## config.mk

```make
export PLATFORM = sky130hd
export DESIGN_NAME = task_time_share_profiler
export DESIGN_NICKNAME = d
export VERILOG_FILES = /design/src/rtl/tts_pkg.sv /design/src/rtl/tts_alu.sv /design/src/rtl/task_time_share_profiler.sv
export SDC_FILE = /design/constraint.sdc
export NUM_CORES = 2
export LEC_CHECK = 0
export BUFFER_PORTS_ARGS = -buffer_cell sky130_fd_sc_hd__buf_2
export CAP_MARGIN = 10
export CORE_MARGIN = 2
export CORE_UTILIZATION = 40
export DETAILED_ROUTE_END_ITERATION = 12
export GPL_TIMING_DRIVEN = 0
export HOLD_SLACK_MARGIN = 0.12
export PLACE_DENSITY = 0.55
export SLEW_MARGIN = 20
export SYNTH_ARGS = -nofsm -noshare
export SYNTH_HDL_FRONTEND = slang
export SYNTH_HIERARCHICAL = 1
export SYNTH_SLANG_ARGS = --single-unit
```

## constraint.sdc

```tcl
create_clock -name clk_i -period 4.4 [get_ports clk_i]
set_clock_uncertainty 0.2 [all_clocks]
set_input_delay 0.22 -clock clk_i [delete_from_list [all_inputs] [get_ports clk_i]]
set_output_delay 0.22 -clock clk_i [all_outputs]
set_load 0.005 [all_outputs]
```

## src/rtl/tts_pkg.sv

```systemverilog
// ---------------------------------------------------------------------------
// tts_pkg
// Types and operation codes for the task time-share profiler.
// ---------------------------------------------------------------------------
package tts_pkg;

  localparam int unsigned OP_W   = 3;
  localparam int unsigned IDX_W  = 4;
  localparam int unsigned TIME_W = 16;

  // operation codes
  localparam logic [OP_W-1:0] OP_SWITCH    = 3'd0;
  localparam logic [OP_W-1:0] OP_WINDOW    = 3'd1;
  localparam logic [OP_W-1:0] OP_START     = 3'd2;
  localparam logic [OP_W-1:0] OP_STOP      = 3'd3;
  localparam logic [OP_W-1:0] OP_READ_TASK = 3'd4;
  localparam logic [OP_W-1:0] OP_READ_INST = 3'd5;

  // one request
  typedef struct packed {
    logic [OP_W-1:0]   operation;
    logic [IDX_W-1:0]  index;
    logic [TIME_W-1:0] timer_value;
  } tts_req_t;

  // one response
  typedef struct packed {
    logic [TIME_W-1:0] read_value;
    logic              index_invalid;
  } tts_rsp_t;

  // operands for the shared accumulate unit
  typedef struct packed {
    logic [TIME_W-1:0] acc;
    logic [TIME_W-1:0] base;
    logic [TIME_W-1:0] now;
  } tts_alu_op_t;

endpackage

```

## src/rtl/tts_alu.sv

```systemverilog
// ---------------------------------------------------------------------------
// tts_alu
// Shared accumulate unit: sum = acc + (base - now), wrapping at 16 bits,
// registered for the write-back cycle.
// ---------------------------------------------------------------------------
module tts_alu
  import tts_pkg::*;
(
  input  logic              clk_i,
  input  logic              load_i,
  input  tts_alu_op_t       op_i,
  output logic [TIME_W-1:0] sum_o
);

  logic [TIME_W-1:0] elapsed;
  logic [TIME_W-1:0] sum_d;
  logic [TIME_W-1:0] sum_q;

  // elapsed time of a down-counting timer, then charge it
  assign elapsed = op_i.base - op_i.now;
  assign sum_d   = op_i.acc + elapsed;

  always_ff @(posedge clk_i) begin
    if (load_i) begin
      sum_q <= sum_d;
    end
  end

  assign sum_o = sum_q;

endmodule

```

## src/rtl/task_time_share_profiler.sv

```systemverilog
// Sequence: a taken request is registered, the shared unit is loaded in the
// calculate state, a window end then sweeps the stores, publishing one task and one
// instance entry per cycle, and the write state registers the result, waiting while
// an earlier result is held. A new request is taken only back in the idle state.
// Reset (asynchronous, active low) clears all counters and stores at once.
// ---------------------------------------------------------------------------
// task_time_share_profiler
// Run-time statistics per task and per measured code section, with a
// sequencer around one shared accumulate unit.
// ---------------------------------------------------------------------------
module task_time_share_profiler
  import tts_pkg::*;
#(
  parameter int unsigned NUM_TASKS     = 16,
  parameter int unsigned NUM_INSTANCES = 8
) (
  input  logic     clk_i,
  input  logic     rst_ni,
  input  logic     in_valid_i,
  output logic     in_ready_o,
  input  tts_req_t in_data_i,
  output logic     out_valid_o,
  input  logic     out_ready_i,
  output tts_rsp_t out_data_o
);

  localparam int unsigned TaskAw   = (NUM_TASKS > 1) ? $clog2(NUM_TASKS) : 1;
  localparam int unsigned InstAw   = (NUM_INSTANCES > 1) ? $clog2(NUM_INSTANCES) : 1;
  localparam int unsigned SweepLen = (NUM_TASKS > NUM_INSTANCES) ? NUM_TASKS : NUM_INSTANCES;
  localparam int unsigned CntW     = (SweepLen > 1) ? $clog2(SweepLen) : 1;
  localparam logic [CntW-1:0] SweepLast = CntW'(SweepLen - 1);

  // sequencer states
  localparam logic [1:0] StIdle  = 2'd0;
  localparam logic [1:0] StCalc  = 2'd1;
  localparam logic [1:0] StSweep = 2'd2;
  localparam logic [1:0] StWrite = 2'd3;

  logic [1:0]        state_d, state_q;
  logic [CntW-1:0]   cnt_d, cnt_q;
  tts_req_t          req_q;
  logic              out_valid_q;
  tts_rsp_t          out_q;
  tts_rsp_t          rsp;

  logic [TIME_W-1:0] task_acc_q  [NUM_TASKS];
  logic [TIME_W-1:0] task_snap_q [NUM_TASKS];
  logic [TIME_W-1:0] inst_start_q[NUM_INSTANCES];
  logic [TIME_W-1:0] inst_acc_q  [NUM_INSTANCES];
  logic [TIME_W-1:0] inst_work_q [NUM_INSTANCES];
  logic [TIME_W-1:0] last_sw_q;

  logic              in_fire;
  logic              write_fire;
  logic              sweep;
  logic              task_ok;
  logic              inst_ok;
  logic              sweep_task_ok;
  logic              sweep_inst_ok;
  logic [TaskAw-1:0] task_addr;
  logic [InstAw-1:0] inst_addr;
  tts_alu_op_t       alu_op;
  logic [TIME_W-1:0] alu_sum;

  assign in_ready_o = (state_q == StIdle);
  assign in_fire    = in_valid_i && in_ready_o;
  assign write_fire = (state_q == StWrite) && (!out_valid_q || out_ready_i);
  assign sweep      = (state_q == StSweep);

  // index range checks
  assign task_ok       = ({1'b0, req_q.index} < (IDX_W + 1)'(NUM_TASKS));
  assign inst_ok       = ({1'b0, req_q.index} < (IDX_W + 1)'(NUM_INSTANCES));
  assign sweep_task_ok = ({1'b0, cnt_q} < (CntW + 1)'(NUM_TASKS));
  assign sweep_inst_ok = ({1'b0, cnt_q} < (CntW + 1)'(NUM_INSTANCES));

  // one address per store: sweep counter or request index
  assign task_addr = sweep ? cnt_q[TaskAw-1:0] : req_q.index[TaskAw-1:0];
  assign inst_addr = sweep ? cnt_q[InstAw-1:0] : req_q.index[InstAw-1:0];

  // request register
  always_ff @(posedge clk_i) begin
    if (in_fire) begin
      req_q <= in_data_i;
    end
  end

  // sequencer next state
  always_comb begin
    state_d = state_q;
    cnt_d   = cnt_q;
    case (state_q)
      StIdle: begin
        if (in_fire) begin
          state_d = StCalc;
        end
      end
      StCalc: begin
        cnt_d = '0;
        if (req_q.operation == OP_WINDOW) begin
          state_d = StSweep;
        end else begin
          state_d = StWrite;
        end
      end
      StSweep: begin
        cnt_d = cnt_q + 1'b1;
        if (cnt_q == SweepLast) begin
          state_d = StWrite;
        end
      end
      StWrite: begin
        if (write_fire) begin
          state_d = StIdle;
        end
      end
      default: state_d = StIdle;
    endcase
  end

  always_ff @(posedge clk_i or negedge rst_ni) begin
    if (!rst_ni) begin
      state_q <= StIdle;
      cnt_q   <= '0;
    end else begin
      state_q <= state_d;
      cnt_q   <= cnt_d;
    end
  end

  // operand select for the shared unit
  always_comb begin
    alu_op.now = req_q.timer_value;
    if (req_q.operation == OP_STOP) begin
      alu_op.acc  = inst_acc_q[inst_addr];
      alu_op.base = inst_start_q[inst_addr];
    end else begin
      alu_op.acc  = task_acc_q[task_addr];
      alu_op.base = last_sw_q;
    end
  end

  tts_alu u_alu (
    .clk_i  (clk_i),
    .load_i (state_q == StCalc),
    .op_i   (alu_op),
    .sum_o  (alu_sum)
  );

  // statistics stores
  always_ff @(posedge clk_i or negedge rst_ni) begin
    if (!rst_ni) begin
      for (int i = 0; i < NUM_TASKS; i++) begin
        task_acc_q[i]  <= '0;
        task_snap_q[i] <= '0;
      end
      for (int i = 0; i < NUM_INSTANCES; i++) begin
        inst_start_q[i] <= '0;
        inst_acc_q[i]   <= '0;
        inst_work_q[i]  <= '0;
      end
      last_sw_q <= '0;
    end else begin
      // window end: publish and clear one task and one instance entry per cycle
      if (sweep) begin
        if (sweep_task_ok) begin
          task_snap_q[task_addr] <= task_acc_q[task_addr];
          task_acc_q[task_addr]  <= '0;
        end
        if (sweep_inst_ok) begin
          inst_work_q[inst_addr] <= inst_acc_q[inst_addr];
          inst_acc_q[inst_addr]  <= '0;
        end
      end
      // write back of single-entry operations
      if (write_fire) begin
        case (req_q.operation)
          OP_SWITCH: begin
            if (task_ok) begin
              task_acc_q[task_addr] <= alu_sum;
            end
            last_sw_q <= req_q.timer_value;
          end
          OP_START: begin
            if (inst_ok) begin
              inst_start_q[inst_addr] <= req_q.timer_value;
            end
          end
          OP_STOP: begin
            if (inst_ok) begin
              inst_acc_q[inst_addr] <= alu_sum;
            end
          end
          default: ;
        endcase
      end
    end
  end

  // response
  always_comb begin
    rsp.read_value    = '0;
    rsp.index_invalid = 1'b0;
    if ((req_q.operation == OP_READ_TASK) && task_ok) begin
      rsp.read_value = task_snap_q[task_addr];
    end
    if ((req_q.operation == OP_READ_INST) && inst_ok) begin
      rsp.read_value = inst_work_q[inst_addr];
    end
    if ((req_q.operation inside {OP_START, OP_STOP, OP_READ_INST}) && !inst_ok) begin
      rsp.index_invalid = 1'b1;
    end
  end

  // output register
  always_ff @(posedge clk_i or negedge rst_ni) begin
    if (!rst_ni) begin
      out_valid_q <= 1'b0;
    end else if (write_fire) begin
      out_valid_q <= 1'b1;
    end else if (out_ready_i) begin
      out_valid_q <= 1'b0;
    end
  end

  always_ff @(posedge clk_i) begin
    if (write_fire) begin
      out_q <= rsp;
    end
  end

  assign out_valid_o = out_valid_q;
  assign out_data_o  = out_q;

endmodule

```

After elaboration in Yosys (flattened, before gate mapping) --
Cells that the tools add are included.
Storage, ports and cells: bits in registers 975, bits of input ports 27, output and inout port bits 19, logic and storage cells 157
Cells by class: add/sub/neg operators 3, order comparisons 6, eq/ne operators 12, multiplexer cells 46, bitwise gates (word level) 6, reduce and logical (&&, ||, !) cells 18
Operators with widths (count):
- 2-to-1 mux 256 bit | 3
- 2-to-1 mux 128 bit | 5
- bitwise mux 256 bit | 2
- bitwise mux 128 bit | 3
- bitwise AND 256 bit | 1
- NOT 256 bit | 1
- 2-to-1 mux 16 bit | 14
- binary-select mux 16 bit (select 3 bit) | 3
- bitwise AND 128 bit | 1
- binary-select mux 16 bit (select 4 bit) | 2
- NOT 128 bit | 1
- demux 16 bit (select 4 bit) | 1
- demux 16 bit (select 3 bit) | 1
- 2-to-1 mux 32 bit | 1
- adder 16 bit | 1
- subtractor 16 bit | 1
- less-than comparator 4 bit (second input constant) | 2
- case mux 2 bit (4 select lines) | 1
- case mux 4 bit (2 select lines) | 1
- equality test 3 x 2 -> 1 bit (second input constant) | 2
- equality test 3 bit (second input constant) | 2
- logical AND 1 bit | 6
- 2-to-1 mux 2 bit | 3
- AND reduction 3 bit | 2
- 23 further kinds | 31

Depth between registers and ports, before layout --
word-level depth 15, mapped depth 25, depth with buffers taken out 20

Hierarchy --
The synthesis kept the hierarchy.
By module, submodules not included:
- task_time_share_profiler | instances 1, cells an instance 4329, area an instance 43037.5 um^2, seq. area each 24198.2 um^2
- tts_alu | instances 1, cells an instance 185, area an instance 1755.4 um^2, seq. area each 480.5 um^2

Worst setup path after synthesis --
Ideal clock, no wire load.
kind reg-to-reg, start register state_q[0], end register u_alu.sum_q[14], in the netlist u_alu/sum_o[14], data pin, library setup time 0.266 ns, arrival time 4.213 ns, required time 3.934 ns, setup slack -0.279 ns, stages on the path, launching flop included 26, path buffers 6, clock period less this slack 4.679 ns, cell sequence dfrtp_1 -> inv_1 -> ha_1 -> buf_6 -> buf_8 -> mux2_4 -> buf_6 -> buf_6 -> buf_4 -> buf_4 -> nand2_1 -> nand3_1 -> nand4_1 -> o221ai_1 -> inv_1 -> ha_1 -> inv_1 -> ha_1 -> inv_1 -> fa_1 -> and2b_1 -> o2111ai_2 -> a21oi_2 -> nor3_2 -> o31ai_2 -> xor2_1
RTL lines:
- from (decl) | line task_time_share_profiler.sv:39 | logic [1:0] state_d, state_q;
- from (signal assigned) | line task_time_share_profiler.sv:122 | state_q <= StIdle;
- from (signal assigned) | line task_time_share_profiler.sv:125 | state_q <= state_d;
- to (signal assigned) | line tts_alu.sv:25 | sum_q <= sum_d;
- to (decl) | line tts_alu.sv:17 | logic [TIME_W-1:0] sum_q;

==> flow_summary.json <==
{
  "yosys_most_used_dff": "dfrtp_1",
  "powerDensity_nw_per_um2": 788,
  "routed_wirelength_mm": 178,
  "max_freq_mhz": 198,
  "m1WireLength_mm": 76.8,
  "ant_nets": 0,
  "clkTransAtPathRegs_ps": 60,
  "end_kind": "register",
  "area_growth_pct": 17.9,
  "cts.sinks": 975,
  "grt.overflow.total": 0,
  "globalplace.congestion": 1.03,
  "antenna_cells": 0,
  "cts_tree": "yes",
  "ys_async_sr_fraction": 0.943,
  "postLayoutCoreUtil": 0.477,
  "htree_levels": 3,
  "die_h_microns": 339,
  "status": "finished with violations",
  "slew_headroom": 0.206,
  "cts_buffer_depth": 3,
  "crit_path_max_fanout": 10,
  "power.leakage_nw": 23.3,
  "layout.area.seq_sq_um": 24700,
  "track_usage": 0.305,
  "wl_met3_mm": 17.2,
  "synth.top_cell.area_share": 0.513,
  "reg2regPathDepth": 19,
  "power_mw": 41.6,
  "placed_area_sq_um": 47200,
  "multiInputGateArea_sq_um": 18700,
  "cts-root-buf": "clkbuf_16",
  "antenna_found_initial": 3,
  "slowest_stage": "a22oi_1",
  "ios": 46,
  "instances_no_fill": 6389,
  "synth_compound_area_frac": 0.154,
  "critPathRequiredTime_ps": 4660,
  "syn_area_per_cell_sq_um": 9.92,
  "viasPerCell": 5.98,
  "path_class": "register to register",
  "tightest_slew_ps": 1190,
  "synthesis.instances": 4514,
  "pre_cts_slack_ps": -2390,
  "synth_top_family_by_area": "compound AO/OA/AOI/OAI gates",
  "hp-class": "primary input to register",
  "synth_nets": 4577,
  "drtIter0Drc": 5164,
  "holdWs_ps": 216,
  "syn_area_sq_um": 44800,
  "cpPeakStageDelay_ps": 490,
  "core_sq_um": 111000,
  "wl_per_cell_microns": 27.9,
  "min_path_cells": 4,
  "port_buffers": 45,
  "grt_pass1_wl_mm": 257,
  "peakVddDrop_mv": 0.519,
  "layout_common_cells": "1306 x nand2_1, 919 x dfrtp_1, 716 x o21ai_0",
  "yosysSeqAreaShare": 0.551,
  "dp_hpwl_mm": 123,
  "ys_types": 71,
  "synthMuxAreaShare": 0.0932,
  "die_w_microns": 339,
  "synthSimpleGateAreaFrac": 0.146,
  "yosysWarnings": 6,
  "violations": "setup timing",
  "cp_cell_sequence": "inv_2, ha_4, buf_8, buf_8, mux2i_4, buf_12, buf_6, mux4_2, a22oi_1, o221ai_1, inv_1, fa_1, inv_1, ha_1, a21o_1, a21o_1, a21oi_1, o31ai_2, xor2_1",
  "cap_violations": 0,
  "drc": 0,
  "dr_wl_met2_mm": 74.5,
  "arrival_ps": 5310,
  "drt_pass1_iterations": 6,
  "rows": 122,
  "finalInstanceArea_sq_um": 52800,
  "slew_violations": 0,
  "netlist_top_cells_area": "dfrtp_1 51%, nand2_1 11%, o21ai_0 8.1%",
  "synthAdderAreaFrac": 0.0126,
  "grt_pass1_vias": 36151,
  "synth_xor_area_frac": 0.00313,
  "ys_ff_latch": 975,
  "rsz0062_at_grt": "yes",
  "synth_edf_count": 56,
  "finalSetupViolCount": 12,
  "die-area_sq_um": 115000,
  "fill_cells": 10522,
  "clock_latency_ps": 720,
  "fin_crit_sh": 1.15,
  "setup_tns_ps": -4970,
  "crit_path_start_kind": "register",
  "hold_viol": 0,
  "yosysTopAreaCell": "dfrtp_1",
  "setup_ws_ps": -650,
  "layout_min_cycle_time_ps": 5050,
  "grt_start_max_net_pins": 132,
  "drive_above_1_share": 0.162,
  "final_common_cell": "nand2_1",
  "place_inst": 6056,
  "start_util": 0.404,
  "num_vias": 38232,
  "cts_made_buffers": 109,
  "top_layer": "met5",
  "nets": 4875
}
==> critical path, delay by kind of cell (launching register included) <==
family,cells,cell delay [ps]
compound gates,6,1400
xor+xnor,1,170
fa+ha+maj,3,950
buf+inv,7,1000
flops,1,390
mux,2,690
==> where the power goes <==
part | switching (mW) | internal [mW]
combinational | 12.1 | 6.39
sequential | 1.96 | 11.9
clock | 3.92 | 5.30
total | 18.0 | 23.6
==> logic make-up after synthesis <==
family,after synthesis
compound gates,1129
xor+xnor,16
fa+ha+maj,36
buf+inv,438
flops,975
mux,319
simple gates,1601
==> cells in the mapped netlist (24+ instances only) <==
cell type / count
a21oi_1: 43
a221oi_1: 77
a22o_1: 120
a31oi_1: 24
buf_2: 75
clkbuf_1: 266
dfrtp_1: 919
edfxtp_1: 56
inv_1: 72
mux2_2: 170
mux2i_1: 87
mux4_2: 44
nand2_1: 1310
nand3_1: 156
nand4_1: 29
nor2_1: 29
o21ai_0: 722
==> sequential cells by signal (all words and copies together), names as in the netlist <==
signal,count
alu_op,16
cnt_q,4
inst_acc_q,128
inst_start_q,128
inst_work_q,128
last_sw_q,16
out_data_o,17
out_valid_o,1
req_q,7
state_q,2
task_acc_q,256
task_snap_q,256
u_alu/sum_o,16
==> final cells by class <==
cell class	count	area share
Buffer	357	0.0379
Clock buffer	168	0.0623
Clock inverter	32	0.00497
Inverter	72	0.00519
Multi-Input combinational cell	3101	0.354
Sequential cell	975	0.467
Tap cell	1488	0.0353
Timing Repair Buffer	196	0.0327
==> routing by layer <==
metal,vias to the layer above,global-route usage
met1,19600,0.442
met3,391,0.0703
met2,1928,0.430
met5,-,0
met4,4,0.146
li1,16309,-
==> worst paths after layout <==
path | startpoint | end | slack [ps]
setup / recovery | state_q[0] | u_alu/sum_o[14] | -650
hold / removal | out_ready_i | out_valid_o | 220
setup reg to reg | state_q[0] | u_alu/sum_o[14] | -650
hold reg to reg | inst_work_q[75] | inst_work_q[75] | 280
max in group asynchronous | rst_ni | inst_start_q[66] | 1750
min in group asynchronous | rst_ni | task_snap_q[39] | 520
==> what timing repair did <==
item,CTS,global route
hold endpoints to repair,429,0
hold buffers,51,0
setup buffers,67,24
resized for setup,201,67
pin swaps,39,19
endpoints found under the setup margin,45,33
Power figures use the tool's default switching activity.
